`src/sv/fqa_pkg.sv`:
```
// Shared types and constants for the Q24.8 fixed-point ALU.
// No dependencies; every other file uses it by scoped names.
`default_nettype none

package fqa_pkg;

   // Data path widths
   localparam int WORD_W        = 32;
   localparam int ACTION_W      = 4;
   localparam int FRAC_BITS_DEF = 8;

   // Operation codes
   typedef enum logic [ACTION_W-1:0] {
      OP_ADD      = 4'd0,
      OP_SUB      = 4'd1,
      OP_MUL      = 4'd2,
      OP_DIV      = 4'd3,
      OP_GT       = 4'd4,
      OP_LT       = 4'd5,
      OP_GE       = 4'd6,
      OP_LE       = 4'd7,
      OP_EQ       = 4'd8,
      OP_NE       = 4'd9,
      OP_MIN      = 4'd10,
      OP_MAX      = 4'd11,
      OP_INC      = 4'd12,
      OP_DEC      = 4'd13,
      OP_TO_INT   = 4'd14,
      OP_FROM_INT = 4'd15
   } op_type;

   // Per-item data carried alongside the divider
   typedef struct packed {
      op_type            action;
      logic [WORD_W-1:0] value;     // finished result for every non-divide op
      logic              cmp;       // comparison outcome
      logic              dz;        // divide requested with zero divisor
      logic              neg;       // quotient sign
   } side_type;

   // One result beat
   typedef struct packed {
      logic [WORD_W-1:0] value;
      logic              cmp;
      logic              dz;
   } res_type;

endpackage

`default_nettype wire

```
`src/sv/fqa_front.sv`:
```
// Front end: input register, then one stage holding the multiplier, the
// simple ops and the divider setup. Depends on fqa_pkg.
`default_nettype none

module fqa_front #(
   parameter int FRAC_BITS = fqa_pkg::FRAC_BITS_DEF,
   localparam int DW       = fqa_pkg::WORD_W + FRAC_BITS
) (
   input  wire logic                                clock,
   input  wire logic                                reset,
   input  wire logic                                adv,
   input  wire logic                                in_valid,
   input  wire logic [fqa_pkg::ACTION_W-1:0]        in_action,
   input  wire logic signed [fqa_pkg::WORD_W-1:0]   in_a,
   input  wire logic signed [fqa_pkg::WORD_W-1:0]   in_b,
   output logic                                     out_valid,
   output fqa_pkg::side_type                        out_side,
   output logic [DW-1:0]                            out_nq,
   output logic [fqa_pkg::WORD_W-1:0]               out_d
);

   localparam logic [fqa_pkg::WORD_W-1:0] WORD_ONE = 1;

   // Stage 0: captured beat
   logic                               v0_ff;
   fqa_pkg::op_type                    act0_ff;
   logic signed [fqa_pkg::WORD_W-1:0]  a0_ff;
   logic signed [fqa_pkg::WORD_W-1:0]  b0_ff;

   always_ff @(posedge clock) begin
      if (reset) begin
         v0_ff <= 1'b0;
      end else if (adv) begin
         v0_ff <= in_valid;
      end
      if (adv) begin
         act0_ff <= fqa_pkg::op_type'(in_action);
         a0_ff   <= in_a;
         b0_ff   <= in_b;
      end
   end

   // Stage 1: arithmetic
   logic signed [2*fqa_pkg::WORD_W-1:0] prod;
   logic                                lt, gt, eq;
   logic [fqa_pkg::WORD_W-1:0]          a_u, b_u, a_mag, b_mag;
   fqa_pkg::side_type                   side_in;
   logic [DW-1:0]                       nq_in;

   assign prod  = a0_ff * b0_ff;
   assign lt    = a0_ff < b0_ff;
   assign gt    = b0_ff < a0_ff;
   assign eq    = a0_ff == b0_ff;
   assign a_u   = a0_ff;
   assign b_u   = b0_ff;
   assign a_mag = a0_ff[fqa_pkg::WORD_W-1] ? (~a_u + WORD_ONE) : a_u;
   assign b_mag = b0_ff[fqa_pkg::WORD_W-1] ? (~b_u + WORD_ONE) : b_u;
   assign nq_in = {a_mag, {FRAC_BITS{1'b0}}};

   always_comb begin
      side_in        = '0;
      side_in.action = act0_ff;
      side_in.neg    = a0_ff[fqa_pkg::WORD_W-1] ^ b0_ff[fqa_pkg::WORD_W-1];
      unique case (act0_ff)
         fqa_pkg::OP_ADD:      side_in.value = a_u + b_u;
         fqa_pkg::OP_SUB:      side_in.value = a_u - b_u;
         fqa_pkg::OP_MUL:      side_in.value = prod[FRAC_BITS+fqa_pkg::WORD_W-1:FRAC_BITS];
         fqa_pkg::OP_DIV:      side_in.dz    = (b_u == '0);
         fqa_pkg::OP_GT:       side_in.cmp   = gt;
         fqa_pkg::OP_LT:       side_in.cmp   = lt;
         fqa_pkg::OP_GE:       side_in.cmp   = !lt;
         fqa_pkg::OP_LE:       side_in.cmp   = !gt;
         fqa_pkg::OP_EQ:       side_in.cmp   = eq;
         fqa_pkg::OP_NE:       side_in.cmp   = !eq;
         fqa_pkg::OP_MIN:      side_in.value = lt ? a_u : b_u;
         fqa_pkg::OP_MAX:      side_in.value = gt ? a_u : b_u;
         fqa_pkg::OP_INC:      side_in.value = a_u + WORD_ONE;
         fqa_pkg::OP_DEC:      side_in.value = a_u - WORD_ONE;
         fqa_pkg::OP_TO_INT:   side_in.value = a0_ff >>> FRAC_BITS;
         fqa_pkg::OP_FROM_INT: side_in.value = a_u << FRAC_BITS;
         default:              side_in.value = '0;
      endcase
   end

   always_ff @(posedge clock) begin
      if (reset) begin
         out_valid <= 1'b0;
      end else if (adv) begin
         out_valid <= v0_ff;
      end
      if (adv) begin
         out_side <= side_in;
         out_nq   <= nq_in;
         out_d    <= b_mag;
      end
   end

endmodule

`default_nettype wire

```
`config.mk`:
```
export PLATFORM = sky130hd
export DESIGN_NAME = fqa_front
export DESIGN_NICKNAME = d
export VERILOG_FILES = /design/src/sv/fqa_pkg.sv /design/src/sv/fqa_front.sv
export SDC_FILE = /design/constraint.sdc
export NUM_CORES = 2
export LEC_CHECK = 0
export BUFFER_PORTS_ARGS = -buffer_cell sky130_fd_sc_hd__buf_4
export CELL_PAD_IN_SITES_DETAIL_PLACEMENT = 1
export CELL_PAD_IN_SITES_GLOBAL_PLACEMENT = 2
export CORE_MARGIN = 5
export CORE_UTILIZATION = 30
export CTS_CLUSTER_SIZE = 10
export DETAILED_ROUTE_END_ITERATION = 16
export PLACE_DENSITY = 0.61
export SKIP_LAST_GASP = 1
export SYNTH_ARGS = -nofsm -noshare
export SYNTH_HDL_FRONTEND = slang
export SYNTH_SLANG_ARGS = --single-unit
```
`constraint.sdc`:
```
create_clock -name clock -period 10.6 [get_ports clock]
set_input_delay 0 -clock clock [delete_from_list [all_inputs] [get_ports clock]]
set_output_delay 0 -clock clock [all_outputs]
set_load 0.01 [all_outputs]
```
==> run metrics <==
fin crit period 9.524 ns; max-slew violations 0; Syn-to-layout area delta 13.39%; CTS resizes 0; maximum fanout along the worst path 22; R2R Setup Slk 1.08 ns; number of setup buffers added after CTS 0; Filler Cells Inserted 13670; # setup viols final 0; unrepaired setup endpoints after global routing no; antenna violations before repair 7; Remaining DRCs 0; Nets 5073; syn avg cell area 9.052 µm²; initial core utilization 30.07%; Die X 353.4 µm; Post-synth EDFFs 171; port bufs 175; Crit. End Element register; area of placed instances 38800 µm²; worst hold endpoint b0_ff[27]$_DFFE_PP_; Slowest-stage cell, CP inv_1; Synth Flop Type edfxtp_1; worst rel slew slack 6.560%; CP max stage delay 1.00 ns; first-pass GRT wire length 242200 µm; Seq/Total Area, Yosys 14.63%; fin area 40100 µm²; path depth of the worst reg2reg path 25; GR Overflow Total 0; fin crit share 89.85%; synthesized instance count 3907; Clock Skews 0.03842 ns; most frequent cells in the layout inv_1 (717), fa_1 (644), nor2_1 (526), nand2_1 (368), buf_4 (312); crit start category register; asr flop ratio synth 0%; IO Count 184; max-cap viol count 0; Die Y-Extent 353.4 µm; layout cells sized above 1 9.319%; RePlAce Congestion 0.9363; Synth Register Bits 173; Inst Count DP 5533; commonest non-fill, non-tap cell in the layout inv_1; TritonRoute pass-1 iters 6; DRT iter0 DRCs 2736; full die area 124900 µm²; CTS HTree Levels 4; Crit Path Category reg2reg; CTS Buf Count 17; # rows 126; overall routing resource usage 27.09%; Finished Layout Cells 5637; synth warn 0; Hold Path Class in2reg; Critical Path Most Common Cell fa_1; worst hold path depth 2; Vias/cell 5.281; core area 117600 µm²; Yosys cell types 82; worst r2r dst out_side[34]$_DFFE_PP_; TNS Setup 0 ns; Antenna Violating Nets Remaining 0; mapped cell area 35370 µm²; Max clock buf depth 2; Achievable Freq 0.1050 GHz; final core occ 34.10%; status complete, no violations; clock-pin slew on the worst setup and hold paths 0.10 ns; Total Wirelength 170400 µm; worst skew pair latency 0.53 ns; hold_buf cts 70; largest net degree at the start of global routing 103; detail-routed net length per standard cell 30.23 µm; Post-DP HPWL 130900 µm; clock sink count 173; beginning of the worst hold path in_b[27]; Reg-to-Reg Start b0_ff[3]$_DFFE_PP_; worst slew pin tran 1.402 ns; CP arrival 9.79 ns; CTS tree built; root buffer cell clkbuf_16; CP Buf/Inv Count 5; Fin. Hold Viols 0; routed via count 29770; CP required 10.86 ns; number of global-route vias before repair 31790; family with the most delay on the worst path adder cells
## worst max path at each step
stage                        from                     end  slack [ns]  depth (start not counted)
2_1_floorplan  b0_ff[6]$_DFFE_PP_  out_side[31]$_DFFE_PP_        2.72                         27
3_3_place_gp   b0_ff[3]$_DFFE_PP_  out_side[34]$_DFFE_PP_        1.40                         25
3_5_place_dp   b0_ff[3]$_DFFE_PP_  out_side[34]$_DFFE_PP_        1.17                         25
4_1_cts        b0_ff[3]$_DFFE_PP_  out_side[34]$_DFFE_PP_        1.15                         25
5_1_grt        b0_ff[3]$_DFFE_PP_  out_side[34]$_DFFE_PP_        0.84                         25
6_report       b0_ff[3]$_DFFE_PP_  out_side[34]$_DFFE_PP_        1.08                         25
## Yosys cell counts, drive strengths merged (5+ instances only)
cell	count	share of area, %
inv	724	7.7
and3	10	0.18
a211oi	11	0.23
o21a	13	0.28
clkinv	16	0.17
or3	24	0.45
mux2i	54	1.5
o211ai	16	0.34
a31oi	15	0.27
nand2b	19	0.36
and2	7	0.12
a222oi	16	0.45
o41ai	5	0.12
nor4	10	0.22
a21o	45	0.96
nand3	33	0.47
ha	271	9.6
xnor2	179	4.4
or2	6	0.11
o221ai	9	0.22
o22ai	9	0.16
or4	5	0.12
buf	63	0.80
o21ai	130	1.8
clkbuf	167	1.8
xor2	35	0.87
o31ai	16	0.35
nor2b	17	0.30
fa	644	36
a221o	5	0.14
a221oi	19	0.47
a211o	6	0.15
nand4	28	0.50
nor2	530	5.6
a21oi	105	1.5
nand2	369	3.9
and4	5	0.12
edfxtp	171	15
o21bai	14	0.30
nor3	30	0.47
## through the flow
| stage | hold slack, ns | worst slack [ns] |
|---|---|---|
| after floorplan | 0.07238 | 2.716 |
| after global placement | 0.1730 | 1.404 |
| after detailed placement | 0.1709 | 1.171 |
| after CTS | 0.1402 | 1.155 |
| after global routing | 0.1603 | 0.8371 |
| final | 0.1788 | 1.076 |
## worst reg2reg max path, stage by stage (launching register included)
cell and delay (ns):
edfxtp_1 0.39, inv_1 1.00, nor2_1 0.23, fa_1 0.49, fa_1 0.53, inv_1 0.05
fa_1 0.51, fa_1 0.56, inv_1 0.05, fa_1 0.51, inv_1 0.06, fa_1 0.53
inv_1 0.05, fa_1 0.40, fa_1 0.48, ha_1 0.39, a21oi_1 0.19, o21ai_0 0.16
or3b_2 0.51, nor2_1 0.10, nand4_1 0.45, a211oi_1 0.73, o21ai_0 0.22, xnor2_1 0.27
o211ai_1 0.13, a221o_1 0.28
## cells by family (layout without fill, tap and decap cells)
family / Yosys count / after routing / synth area share (%)
and+or+nand+nor: 1105 / 1105 / 13.26
AOI/OAI and AO/OA: 473 / 473 / 8.735
other: 1 / 10 / 0.01060
DFF: 173 / 173 / 14.63
buffers and inverters: 970 / 1155 / 10.43
adders and majority gates: 915 / 915 / 46.04
muxes: 56 / 56 / 1.592
xor gates and xnor gates: 214 / 214 / 5.299
## final cells by class
cell class,count,area [µm²],share of cell area (%)
clock inverters,14,165.2,0.4118
multi-input cells,2771,26570,66.26
repair buffers,383,3057,7.622
diodes,2,5.005,0.01248
flip-flops and latches,173,5175,12.90
clock buffers,18,429.2,1.070
well taps,1536,1922,4.792
inverters,740,2778,6.926
## registers in the layout, summed over array words and instances (netlist names)
signal	count
a0_ff	32
act0_ff	4
b0_ff	32
out_d	32
out_nq	32
out_side	39
out_valid	1
v0_ff	1
## routing by layer
layer	wire [µm]	vias to the layer above	GRT usage (%)
met5	41	-	0
met1	79450	15920	39.41
li1	-	12560	-
met3	11060	194	4.261
met4	4312	6	6.178
met2	75510	1086	42.53
Power is not shown: default switching activity piles up to over one toggle a cycle in this logic, so the estimate is an artifact.
