--- config.mk ---
export PLATFORM = sky130hd
export DESIGN_NAME = fqa_out_flat
export DESIGN_NICKNAME = d
export VERILOG_FILES = /design/src/sv/fqa_pkg.sv /design/src/sv/fqa_rsp_if.sv /design/src/sv/fqa_out.sv /design/src/flat_wrapper.sv
export SDC_FILE = /design/constraint.sdc
export NUM_CORES = 1
export LEC_CHECK = 0
export BUFFER_PORTS_ARGS = -buffer_cell sky130_fd_sc_hd__buf_4
export CAP_MARGIN = 20
export CORE_UTILIZATION = 25
export DETAILED_ROUTE_END_ITERATION = 12
export GPL_TIMING_DRIVEN = 0
export HOLD_SLACK_MARGIN = 0.06
export SYNTH_ARGS = -nofsm -noshare
export SYNTH_HDL_FRONTEND = slang
export SYNTH_SLANG_ARGS = --single-unit
export TNS_END_PERCENT = 50
--- constraint.sdc ---
create_clock -name clock -period 7.2 [get_ports clock]
set_input_delay 0 -clock clock [delete_from_list [all_inputs] [get_ports clock]]
set_output_delay 0 -clock clock [all_outputs]
set_load 0.05 [all_outputs]
--- src/sv/fqa_pkg.sv ---
// Shared types and constants for the Q24.8 fixed-point ALU.
// No dependencies; every other file uses it by scoped names.
`default_nettype none

package fqa_pkg;

   // Data path widths
   localparam int WORD_W        = 32;
   localparam int ACTION_W      = 4;
   localparam int FRAC_BITS_DEF = 8;

   // Operation codes
   typedef enum logic [ACTION_W-1:0] {
      OP_ADD      = 4'd0,
      OP_SUB      = 4'd1,
      OP_MUL      = 4'd2,
      OP_DIV      = 4'd3,
      OP_GT       = 4'd4,
      OP_LT       = 4'd5,
      OP_GE       = 4'd6,
      OP_LE       = 4'd7,
      OP_EQ       = 4'd8,
      OP_NE       = 4'd9,
      OP_MIN      = 4'd10,
      OP_MAX      = 4'd11,
      OP_INC      = 4'd12,
      OP_DEC      = 4'd13,
      OP_TO_INT   = 4'd14,
      OP_FROM_INT = 4'd15
   } op_type;

   // Per-item data carried alongside the divider
   typedef struct packed {
      op_type            action;
      logic [WORD_W-1:0] value;     // finished result for every non-divide op
      logic              cmp;       // comparison outcome
      logic              dz;        // divide requested with zero divisor
      logic              neg;       // quotient sign
   } side_type;

   // One result beat
   typedef struct packed {
      logic [WORD_W-1:0] value;
      logic              cmp;
      logic              dz;
   } res_type;

endpackage

`default_nettype wire

--- src/sv/fqa_rsp_if.sv ---
// Response channel: result value, compare flag and divide-by-zero flag.
// Depends on fqa_pkg for widths.
`default_nettype none

interface fqa_rsp_if;
   logic                                valid;
   logic                                ready;
   logic signed [fqa_pkg::WORD_W-1:0]   value;
   logic                                compare_true;
   logic                                divide_by_zero;

   modport source (output valid, value, compare_true, divide_by_zero, input ready);
   modport sink   (input valid, value, compare_true, divide_by_zero, output ready);
endinterface

`default_nettype wire

--- src/sv/fqa_out.sv ---
// Result select, output register and skid stage; produces the pipeline
// advance. Depends on fqa_pkg and fqa_rsp_if.
`default_nettype none

module fqa_out (
   input  wire logic                         clock,
   input  wire logic                         reset,
   input  wire logic                         pipe_valid,
   input  wire fqa_pkg::side_type            pipe_side,
   input  wire logic [fqa_pkg::WORD_W-1:0]   pipe_q,
   output logic                              adv,
   fqa_rsp_if.source                         rsp_chan
);

   // Final result: zero on divide by zero, signed quotient for divide, carried value otherwise
   fqa_pkg::res_type res_new;

   always_comb begin
      res_new.cmp = pipe_side.cmp;
      res_new.dz  = pipe_side.dz;
      if (pipe_side.dz) begin
         res_new.value = '0;
      end else if (pipe_side.action == fqa_pkg::OP_DIV) begin
         res_new.value = pipe_side.neg ? (-pipe_q) : pipe_q;
      end else begin
         res_new.value = pipe_side.value;
      end
   end

   // Output register plus one skid entry
   logic             out_v_ff, out_v_in;
   fqa_pkg::res_type out_ff, out_in;
   logic             skid_v_ff, skid_v_in;
   fqa_pkg::res_type skid_ff, skid_in;
   logic             out_load, pipe_take;

   assign adv       = !skid_v_ff;
   assign out_load  = !out_v_ff || rsp_chan.ready;
   assign pipe_take = pipe_valid && adv;

   always_comb begin
      out_v_in  = out_v_ff;
      out_in    = out_ff;
      skid_v_in = skid_v_ff;
      skid_in   = skid_ff;
      if (out_load) begin
         if (skid_v_ff) begin
            out_v_in  = 1'b1;
            out_in    = skid_ff;
            skid_v_in = 1'b0;
         end else begin
            out_v_in  = pipe_take;
            out_in    = res_new;
         end
      end else if (pipe_take) begin
         skid_v_in = 1'b1;
         skid_in   = res_new;
      end
   end

   always_ff @(posedge clock) begin
      if (reset) begin
         out_v_ff  <= 1'b0;
         skid_v_ff <= 1'b0;
      end else begin
         out_v_ff  <= out_v_in;
         skid_v_ff <= skid_v_in;
      end
      out_ff  <= out_in;
      skid_ff <= skid_in;
   end

   assign rsp_chan.valid          = out_v_ff;
   assign rsp_chan.value          = out_ff.value;
   assign rsp_chan.compare_true   = out_ff.cmp;
   assign rsp_chan.divide_by_zero = out_ff.dz;

endmodule

`default_nettype wire
--- src/flat_wrapper.sv ---
// flat-port wrapper written by rule: the top's interface ports become plain ports
module fqa_out_flat 
  (clock, reset, pipe_valid, pipe_side, pipe_q, adv, rsp_chan_valid, rsp_chan_value, rsp_chan_compare_true, rsp_chan_divide_by_zero, rsp_chan_ready);
  fqa_rsp_if rsp_chan_i ();
  input  wire logic clock;
  input  wire logic reset;
  input  wire logic pipe_valid;
  input  wire fqa_pkg::side_type pipe_side;
  input  wire logic [fqa_pkg::WORD_W-1:0] pipe_q;
  output logic adv;
  output wire logic [$bits(rsp_chan_i.valid)-1:0] rsp_chan_valid;
  output wire logic [$bits(rsp_chan_i.value)-1:0] rsp_chan_value;
  output wire logic [$bits(rsp_chan_i.compare_true)-1:0] rsp_chan_compare_true;
  output wire logic [$bits(rsp_chan_i.divide_by_zero)-1:0] rsp_chan_divide_by_zero;
  input wire logic [$bits(rsp_chan_i.ready)-1:0] rsp_chan_ready;
  assign rsp_chan_valid = rsp_chan_i.valid;
  assign rsp_chan_value = rsp_chan_i.value;
  assign rsp_chan_compare_true = rsp_chan_i.compare_true;
  assign rsp_chan_divide_by_zero = rsp_chan_i.divide_by_zero;
  assign rsp_chan_i.ready = rsp_chan_ready;
  fqa_out u_core (.clock(clock), .reset(reset), .pipe_valid(pipe_valid), .pipe_side(pipe_side), .pipe_q(pipe_q), .adv(adv), .rsp_chan(rsp_chan_i));
endmodule
==> metrics.md, run 1 <==
| Metric | Value |
|---|---|
| Status | finished with violations |
| Failing checks | DRC |
| Max H-tree Level | 3 |
| Top-area cell type share of the netlist area | 53.7% |
| Final WL | 11,600 microns |
| Pleak | 2.05 nW |
| Critical path fanouts, max | 37 |
| # diodes | 0 |
| Crit path time final | 2430 ps |
| Area share of xor/xnor cells in the synthesized design | 4.38% |
| WHS Path Cells | 3 |
| Grt ovf | 0 |
| GRT Total Usage | 15.1% |
| RSZ-0062 raised after global routing | false |
| Syn-to-layout area delta | 39.2% |
| Post-synth EDFFs | 68 |
| First-pass GRT wire length | 17,900 microns |
| Starting Density | 25.9% |
| Die area | 0.0157 sq mm |
| Max incr delay on CP | 980 ps |
| Setup repair bufs after CTS | 0 |
| Crit end category | register |
| Largest net degree at the start of global routing | 38 |
| Most Crowded Layer GR | met2 |
| Count of cell types in the netlist | 48 |
| CTS tree | built |
| Top cells by area, synth | edfxtp_1 54%, mux2_2 7.7%, a21oi_1 3.2% |
| IO Pins | 111 |
| Syn_area_per_cell | 11.6 sq um |
| I/O Buffers | 110 |
| Max Cap Viol | 0 |
| R2R cell count | 3 |
| Post-Synth Adder-Cell Area | 0.329% |
| Met3 GRT Util | 5.78% |
| Dominant synthesized flop cell | edfxtp_1 |
| CP startpoint kind | register |
| Root Buffer | clkbuf_16 |
| Power Total | 0.00115 W |
| Final Wtd Congestion | 0.876 |
| CTS Sinks | 70 |
| Top cell type by total area after synthesis | edfxtp_1 |
| Clock latency on the worst-skew pair | 340 ps |
| CTS buffer count | 9 |
| GR Util met1 | 18.1% |
| Post-synthesis async set-or-reset flop share | 0% |
| DR pass1 iterations | 9 |
| Gate Count Post-Synth | 329 |
| Initial DRC Count | 264 |
| Least-Margin Pin Slew | 958 ps |
| Chip width | 125 microns |
| Clock-pin slew on the worst setup and hold paths | 60 ps |
| Vias in the first global route | 3,180 |
| Met2 Track Usage GR | 24.7% |
| Final net count | 538 |
| #FFs+latches synth | 70 |
| Max stage delay cell, worst path | nor3b_2 |
| Crit-path cells | nand2b_2, nor3b_2, buf_6 |
| Fmax | 411 MHz |
| DR WL/cell | 17.8 microns |
| Final Setup Violations | 0 |
| Clock Skews | 6.82 ps |
| Count leader, synth | edfxtp_1 |
| Crit share post-route | 33.8% |
| Synthesized area | 0.00380 sq mm |
| Synth top cells by count | 68 x edfxtp_1, 28 x nor2_1, 26 x mux2_2 |
| Post-Synth Simple-Gate Area | 14.0% |
| Hold buffers post-CTS | 10 |
| Slew headroom | 35.6% |
| Number of vias per cell | 4.87 |
| Pwr per Cell Area | 217 mW/mm^2 |
| Initial antenna violation count | 0 |
| Vias | 3,168 |
| Synth warn | 0 |
| Slew Viols, Final | 0 |
| Crit path DAT | 2470 ps |
| Synth Area in Compound Gates | 13.4% |
| Syn_nets | 405 |
| Seq/Total Area, Yosys | 54.8% |
| Worst EP required | 7240 ps |
| Final ANT Viol Nets | 0 |
| Post-synthesis mux area share | 10.3% |
| Max Root-Sink Buffers | 2 |
| CTS resizes | 0 |
| Core area | 0.0147 sq mm |
| Hold slack | 74.0 ps |
| Setup TNS Final | 0 ps |
| Worst VDD drop | 0.103 mV |
| Rows | 44 |
| Fraction of layout cells with a size suffix above 1 | 36.6% |
| Min-Delay Path Class | input port to register |
| Critical path class | register to register |
| Hold Vio Cnt, Final | 0 |
| DP HPWL | 8800 microns |
| Largest family of logic cells by synthesized area | simple AND/OR/NAND/NOR gates |
| Die Y | 125 microns |
| DR DRC count | 4 |
placed cells by master, fill, tap and decap left out, drive strengths merged, types with 2 or more instances in the layout:
master	n
buf	116
edfxtp	68
nor2	28
mux2	26
clkbuf	25
a21oi	24
o21ai	21
nand2	18
xor2	13
nor3	11
mux2i	10
dlygate4sd3	10
o31ai	10
and3	9
o22ai	9
nand3	8
inv	7
nor4	7
xnor2	6
or4	5
clkinv	4
a31oi	3
o41ai	3
a211oi	3
or3	2
dfxtp	2
or3b	2
nor3b	2
layer usage:
layer / vias up / routed length (microns)
met5: - / 0
met4: 0 / 272
met3: 18 / 965
met2: 111 / 5570
met1: 1506 / 4810
li1: 1533 / -
layout make-up:
type / count / area [sq um]
plain buffers: 19 / 80.1
clock buffers: 10 / 239
clock inverters: 6 / 61.3
fillers: 1444 / 9410
inverters: 7 / 26.3
multi-input cells: 233 / 1620
flip-flops and latches: 70 / 2080
well taps: 184 / 230
repair buffers: 122 / 952
worst max-delay path, delay by kind of cell, from the launching register on:
family | cells | cell delay (ps)
and+or+nand+nor | 2 | 1500
DFF | 1 | 340
buffers and inverters | 1 | 280
flip-flops by register name, indices dropped and copies added, names as in the netlist:
signal,count
u_core.skid_v_ff,1
u_core.rsp_chan.valid,1
u_core.skid_ff,34
u_core.rsp_chan.value,32
u_core.rsp_chan.divide_by_zero,1
u_core.rsp_chan.compare_true,1
cells by family (layout without fill, tap and decap cells):
| family | count (synthesis) | in the layout |
|---|---|---|
| multiplexers | 36 | 36 |
| AND/OR/NAND/NOR | 98 | 98 |
| XOR/XNOR | 19 | 19 |
| adder cells (fa/ha/maj) | 1 | 1 |
| buffers and inverters | 26 | 164 |
| AO/OA/AOI/OAI | 79 | 79 |
| flip-flops | 70 | 70 |
per-stage QoR:
step           util (%)  cell area [sq um]  setup WS (ps)  instances
6_report           36.0               5290           4770        651
5_1_grt            36.0               5290           4550        651
4_1_cts            36.0               5290           4680        651
3_5_place_dp       33.3               4890           4570        625
3_3_place_gp       33.0               4860           1370        623
2_1_floorplan         -               3800           2550        329
worst paths after layout:
kind | start | to | slack (ps)
max | u_core.rsp_chan.valid | u_core.skid_ff[18] | 4770
min | pipe_side[3] | u_core.skid_ff[2] | 70
max reg2reg | u_core.rsp_chan.valid | u_core.skid_ff[18] | 4770
min reg2reg | u_core.skid_ff[6] | u_core.rsp_chan.value[4] | 510
power by group:
part / total (W) / switching [W] / internal [W]
registers: 0.000482 / 0.00000679 / 0.000475
clock network: 0.000445 / 0.000169 / 0.000276
logic: 0.000221 / 0.000138 / 0.0000838
Note: power is estimated with default switching activity, not from simulation.
==> inputs of run 2 (changes only) <==
- clock period: 7.2 -> 2.4 ns (I/O delays scaled with it)
==> run 2 against run 1 <==
Effect of this change:
- the run still ends with DRC left
- register-to-register slack got worse by 4300 ps
- global-route usage about the same
- cell area increased by 1.8%
- non-clock buffer count unchanged
- sequential share of layout area decreased by 0.66 points
- cell count unchanged
- largest cell class unchanged
==> metrics.md, run 2 (same netlist as run 1, synthesis figures left out) <==
| Metric | Value |
|---|---|
| DR WL/cell | 17.9 microns (+0.51%) |
| DR DRC count | 5 (+1) |
| Chip width | 125 microns (unchanged) |
| Crit-path cells | buf_4, nor4_1, nand3_1, nor3_1, mux2i_1, o22ai_1, mux2_2 |
| Fill count | 1,431 (-0.90%) |
| Most frequent cells in the layout | 110 x buf_4, 68 x edfxtp_1, 28 x nor2_1, 26 x mux2_2, 24 x a21oi_1 |
| Worst VDD drop | 0.306 mV (+200%) |
| Min-Delay Path Class | input port to register |
| Setup repair bufs after CTS | 0 (unchanged) |
| Final ANT Viol Nets | 0 (unchanged) |
| Max Root-Sink Buffers | 2 (unchanged) |
| Max stage delay cell, worst path | nor4_1 |
| Crit share post-route | 93.0% |
| CTS Sinks | 70 (unchanged) |
| Syn-to-layout area delta | 41.7% |
| Worst EP required | 2490 ps (-4750 ps) |
| I/O Buffers | 110 (unchanged) |
| Starting Density | 25.9% (unchanged) |
| Clock latency on the worst-skew pair | 330 ps (about the same) |
| Clock-pin slew on the worst setup and hold paths | 50 ps (about the same) |
| Met2 WL | 5670 microns (+1.9%) |
| Final WL | 11,700 microns (+0.51%) |
| DR pass1 iterations | 8 (-1) |
| First-pass GRT wire length | 17,700 microns (-1.2%) |
| Crit path DAT | 2320 ps (-150 ps) |
| Slew Viols, Final | 0 (unchanged) |
| CTS tree | built |
| Grt ovf | 0 (unchanged) |
| Slew headroom | 37.6% (+2.0 points) |
| Power Total | 0.00370 W (+220%) |
| Least-Margin Pin Slew | 928 ps (-30.0 ps) |
| Fmax | 448 MHz |
| Die area | 0.0157 sq mm (unchanged) |
| Placed cell count | 625 (unchanged) |
| Critical path class | input port to register |
| DP HPWL | 8870 microns (+0.86%) |
| # diodes | 0 (unchanged) |
| CTS buffer count | 9 (unchanged) |
| Failing checks | DRC |
| Die Y | 125 microns (unchanged) |
| IO Pins | 111 (unchanged) |
| CP startpoint kind | input port |
| Core area | 0.0147 sq mm (unchanged) |
| Largest register FFs | 34 (unchanged) |
| Commonest non-fill, non-tap cell in the layout | buf_4 |
| Top reg by flops | u_core.skid_ff |
| Crit end category | register |
| Final Setup Violations | 0 (unchanged) |
| Wl on met1 | 4680 microns (-2.6%) |
| Crit path time final | 2230 ps |
| Status | finished with violations |
| Max Cap Viol | 0 (unchanged) |
| Clock Skews | 6.08 ps (-0.740 ps) |
| Hold Vio Cnt, Final | 0 (unchanged) |
| Root Buffer | clkbuf_16 |
| Vias | 3,191 (+0.73%) |
| Largest net degree at the start of global routing | 38 (unchanged) |
| Pwr per Cell Area | 688 mW/mm^2 (+220%) |
| Initial DRC Count | 222 (-16%) |
| Initial antenna violation count | 0 (unchanged) |
| Highest Signal Layer | met4 |
| Vias in the first global route | 3,288 (+3.4%) |
| Final Wtd Congestion | 0.827 (-5.6%) |
| Rows | 44 (unchanged) |
| GRT Total Usage | 15.1% (-0.025 points) |
| Number of vias per cell | 4.90 (+0.73%) |
| Max H-tree Level | 3 (unchanged) |
| Max incr delay on CP | 800 ps (-180 ps) |
| Wire length on met3 | 1110 microns (+15%) |
| RSZ-0062 raised after global routing | false |
| Fraction of layout cells with a size suffix above 1 | 36.8% (+0.21 points) |
| Final cell count without fillers | 651 (unchanged) |
| Final net count | 538 (unchanged) |
| Pleak | 2.09 nW (+2.0%) |
| Critical path fanouts, max | 5 (-86%) |
-- run 2: worst paths after layout --
path              depth (start not counted)                  start  slack (ps)                   endpoint
setup / recovery                          7             pipe_q[11]         170  u_core.rsp_chan.value[25]
hold / removal                            3           pipe_side[8]          90          u_core.skid_ff[7]
setup reg to reg                          4  u_core.rsp_chan.valid         450         u_core.skid_ff[25]
hold reg to reg                           2      u_core.skid_ff[6]         520   u_core.rsp_chan.value[4]
-- run 2: final cells by class --
cell class	instances	area (sq um)	share of cell area, %
flip-flops and latches	70	2080	38.7
multi-input cells	233	1640	30.4
repair buffers	122	968	18.0
clock buffers	13	270	5.02
well taps	184	230	4.28
clock inverters	3	90.1	1.67
plain buffers	19	80.1	1.49
inverters	7	26.3	0.488
-- run 2: power breakdown --
part / total [W] / switching [W] / internal, W / leakage [nW]
sequential: 0.00145 / 0.0000223 / 0.00143 / 0.705
combinational: 0.000669 / 0.000414 / 0.000255 / 1.21
clock: 0.00159 / 0.000487 / 0.00110 / 0.176
-- run 2: critical path, delay by kind of cell --
kind / cells / cell delay [ps]
buffers and inverters: 1 / 120
AOI/OAI and AO/OA: 1 / 130
muxes: 2 / 510
and+or+nand+nor: 3 / 1540
-- run 2: repair_timing --
item | CTS | global route
setup endpoints to repair | 0 | 1
hold buffers | 10 | 0
resized for setup | 0 | 1
hold endpoints to repair | 11 | 0
-- run 2: layer usage --
layer / track usage (%) / vias up
li1: - / 1534
met1: 17.4 / 1527
met2: 25.8 / 113
met3: 5.43 / 17
met4: 5.45 / 0
met5: 0 / -
-- run 2: per-stage QoR --
stage	hold WS, ps	setup TNS [ps]	setup slack (ps)	cell area [sq um]	utilization, %
2_1_floorplan	61.7	0	203	3820	-
4_1_cts	64.4	0	98.4	5380	36.6
3_5_place_dp	162	-1560	-228	4920	33.5
6_report	85.2	0	167	5390	36.6
3_3_place_gp	158	-5580	-237	4880	33.2
5_1_grt	68.7	0	71.2	5390	36.6
==> inputs of run 3 (changes only) <==
- BUFFER_PORTS_ARGS: -buffer_cell sky130_fd_sc_hd__buf_4 -> -buffer_cell sky130_fd_sc_hd__buf_2
==> run 3 against run 2 <==
Effect of this change:
- the run still ends with DRC left
- setup slack better by 120 ps
- sequential share of layout area is 2.4 points higher
- first-iteration DRC count is 4.1% lower
- clock skew is 1.1 ps lower
- clock power is 11% lower
- global-route usage is 0.32 points lower
- cell area is 5.9% lower
- critical endpoint is now u_core.rsp_chan.value[18]
- count of clock-buffer cells in the layout is 3 lower
- core utilization is 2.2 points lower
- wire length is 2.2% lower
- via count is 3.4% lower
- sequential power hardly changed
==> metrics.md, run 3 (same netlist as run 1, synthesis figures left out) <==
| Metric | Value |
|---|---|
| Number of vias per cell | 4.72 (-3.7%) |
| Critical path class | input port to register |
| Reg power frac | 41.6% (+2.5 points) |
| Final WL | 11,400 microns (-2.2%) |
| Hold Path Sink | u_core.skid_ff[17] |
| Initial DRC Count | 213 (-4.1%) |
| GRT Total Usage | 14.8% (-0.32 points) |
| CTS Sinks | 70 (unchanged) |
| Highest Signal Layer | met5 |
| Chip width | 125 microns (unchanged) |
| RSZ-0062 raised after global routing | false |
| Vias in the first global route | 3,196 (-2.8%) |
| Status | finished with violations |
| Largest net degree at the start of global routing | 38 (unchanged) |
| RR Endpoint | u_core.skid_ff[18] |
| Clock latency on the worst-skew pair | 340 ps (about the same) |
| Final ANT Viol Nets | 0 (unchanged) |
| Crit path time final | 2110 ps (-119 ps) |
| Clock group share of total power | 41.1% (-1.8 points) |
| IO Pins | 111 (unchanged) |
| Pwr per Cell Area | 684 mW/mm^2 (-0.62%) |
| DR WL/cell | 17.5 microns (-2.5%) |
| Root Buffer | clkbuf_16 |
| Min-Delay Path Class | input port to register |
| Most frequent cells in the layout | 111 x buf_2, 68 x edfxtp_1, 28 x nor2_1, 26 x mux2_2, 24 x a21oi_1 |
| Commonest non-fill, non-tap cell in the layout | buf_2 |
| Top reg by flops | u_core.skid_ff |
| DR DRC count | 10 (+5) |
| R2R cell count | 4 (unchanged) |
| Least-Margin Pin Slew | 685 ps (-243 ps) |
| Slew Viols, Final | 0 (unchanged) |
| Worst VDD drop | 0.339 mV (+11%) |
| Met2 WL | 5430 microns (-4.3%) |
| R2R Setup Slk | 440 ps (about the same) |
| Final Wtd Congestion | 0.826 (-0.11%) |
| Setup WS pre-CTS | -236 ps (-7.60 ps) |
| Wl on met1 | 4750 microns (+1.4%) |
| Setup WS post-layout | 286 ps (+119 ps) |
| Die area | 0.0157 sq mm (unchanged) |
| Initial antenna violation count | 4 (+4) |
| Clock-pin slew on the worst setup and hold paths | 60 ps (about the same) |
| CTS tree | built |
| I/O Buffers | 110 (unchanged) |
| Failing checks | DRC |
| DP HPWL | 8670 microns (-2.3%) |
| Hold path startpoint | pipe_side[18] |
| Hold Vio Cnt, Final | 0 (unchanged) |
| Core area | 0.0147 sq mm (unchanged) |
| Die Y | 125 microns (unchanged) |
| Net Switching | 0.000945 W (+2.3%) |
| Worst EP required | 2490 ps (about the same) |
| Internal cell power | 0.00252 W (-9.4%) |
| Clock Skews | 4.94 ps (-1.14 ps) |
| Rows | 44 (unchanged) |
| Crit end category | register |
| Worst reg2reg path startpoint | u_core.rsp_chan.valid |
| Max Root-Sink Buffers | 2 (unchanged) |
| Starting Density | 25.9% (unchanged) |
| Wire length on met3 | 956 microns (-14%) |
| Power Total | 0.00347 W (-6.5%) |
| Critical path fanouts, max | 10 (+5) |
| Crit path DAT | 2200 ps (-120 ps) |
| Final Setup Violations | 0 (unchanged) |
| Vias | 3,083 (-3.4%) |
| First-pass GRT wire length | 17,400 microns (-1.9%) |
| Setup repair bufs after CTS | 0 (unchanged) |
| Max H-tree Level | 3 (unchanged) |
| Hold slack | 59.8 ps (-25.4 ps) |
| Fraction of layout cells with a size suffix above 1 | 37.1% (+0.29 points) |
| Slew headroom | 53.9% (+16 points) |
| Pleak | 1.98 nW (-5.3%) |
| Largest register FFs | 34 (unchanged) |
| Fmax | 473 MHz (+5.6%) |
| CP startpoint kind | input port |
| DR pass1 iterations | 8 (unchanged) |
| Crit share post-route | 88.1% (-4.9 points) |
| Logic pwr share | 17.3% (-0.8 points) |
| Sw Share | 27.3% (+2.3 points) |
| Fill count | 1,457 (+1.8%) |
| Grt ovf | 0 (unchanged) |
| Syn-to-layout area delta | 33.3% |
| Final net count | 537 (-0.19%) |
| Max Cap Viol | 0 (unchanged) |
| CTS buffer count | 9 (unchanged) |
| WHS Path Cells | 3 (unchanged) |
[run 3: cell types whose count changed in the layout (fill, tap and decap cells not counted)]
cell,delta
clkinv_2,+2
buf_2,+110
nor4_1,-1
clkinv_4,+1
bufinv_16,-1
nor4_2,+1
diode_2,+3
clkbuf_8,-3
buf_4,-110
dlygate4sd3_1,-1
clkinvlp_4,+1
[run 3: area by class of cell]
cell class / instances / area [sq um] / area share, %
clock inverters: 6 / 86.3 / 1.70
multi-input cells: 233 / 1640 / 32.4
plain buffers: 19 / 80.1 / 1.58
repair buffers: 121 / 683 / 13.5
inverters: 7 / 26.3 / 0.518
well taps: 184 / 230 / 4.54
flip-flops and latches: 70 / 2080 / 41.1
clock buffers: 10 / 229 / 4.52
diodes: 3 / 7.51 / 0.148
[run 3: what timing repair did]
action	CTS	global route
endpoints found under the hold margin	10	0
hold buffers	9	0
endpoints found under the setup margin	0	3
gates resized for setup	0	2
[run 3: per-stage QoR]
stage	utilization, %	setup TNS, ps	std cells	instance area, sq um
after floorplan	-	0	329	3820
after global placement	31.3	-5820	623	4600
after detailed placement	31.6	-2220	625	4640
after CTS	34.4	0	650	5050
after global routing	34.4	0	651	5060
final	34.5	0	653	5070
[run 3: power by group through the flow]
| stage | Combinational [W] | Sequential (W) | Clock, W |
|---|---|---|---|
| floorplan | 0.000180 | 0.00167 | 0 |
| global placement | 0.000576 | 0.00147 | 0 |
| detailed placement | 0.000586 | 0.00147 | 0 |
| global route | 0.000638 | 0.00145 | 0.00151 |
| CTS | 0.000601 | 0.00144 | 0.00145 |
| finish | 0.000599 | 0.00144 | 0.00142 |
[run 3: layer usage]
layer | track usage (%) | up-vias
met1 | 17.3 | 1434
met3 | 5.99 | 18
met4 | 5.60 | 2
li1 | - | 1529
met2 | 24.4 | 100
met5 | 0 | -
[run 3: critical path: stages]
cell,delay (ps)
buf_2,100
nor2_1,110
and3_1,170
clkbuf_1,330
clkbuf_1,480
buf_1,510
a21oi_1,190
mux2_2,300
[run 3: how the worst max path moves through the flow]
stage | from | to | slack, ps | depth (start not counted)
4_1_cts | pipe_q[0] | u_core.rsp_chan.value[16] | 100 | 9
6_report | pipe_side[38] | u_core.rsp_chan.value[18] | 290 | 8
5_1_grt | pipe_side[38] | u_core.rsp_chan.value[3] | 150 | 8
2_1_floorplan | u_core.rsp_chan.valid | u_core.skid_ff[0] | 200 | 2
3_3_place_gp | pipe_q[11] | u_core.rsp_chan.value[16] | -240 | 7
3_5_place_dp | pipe_q[0] | u_core.rsp_chan.value[16] | -240 | 9
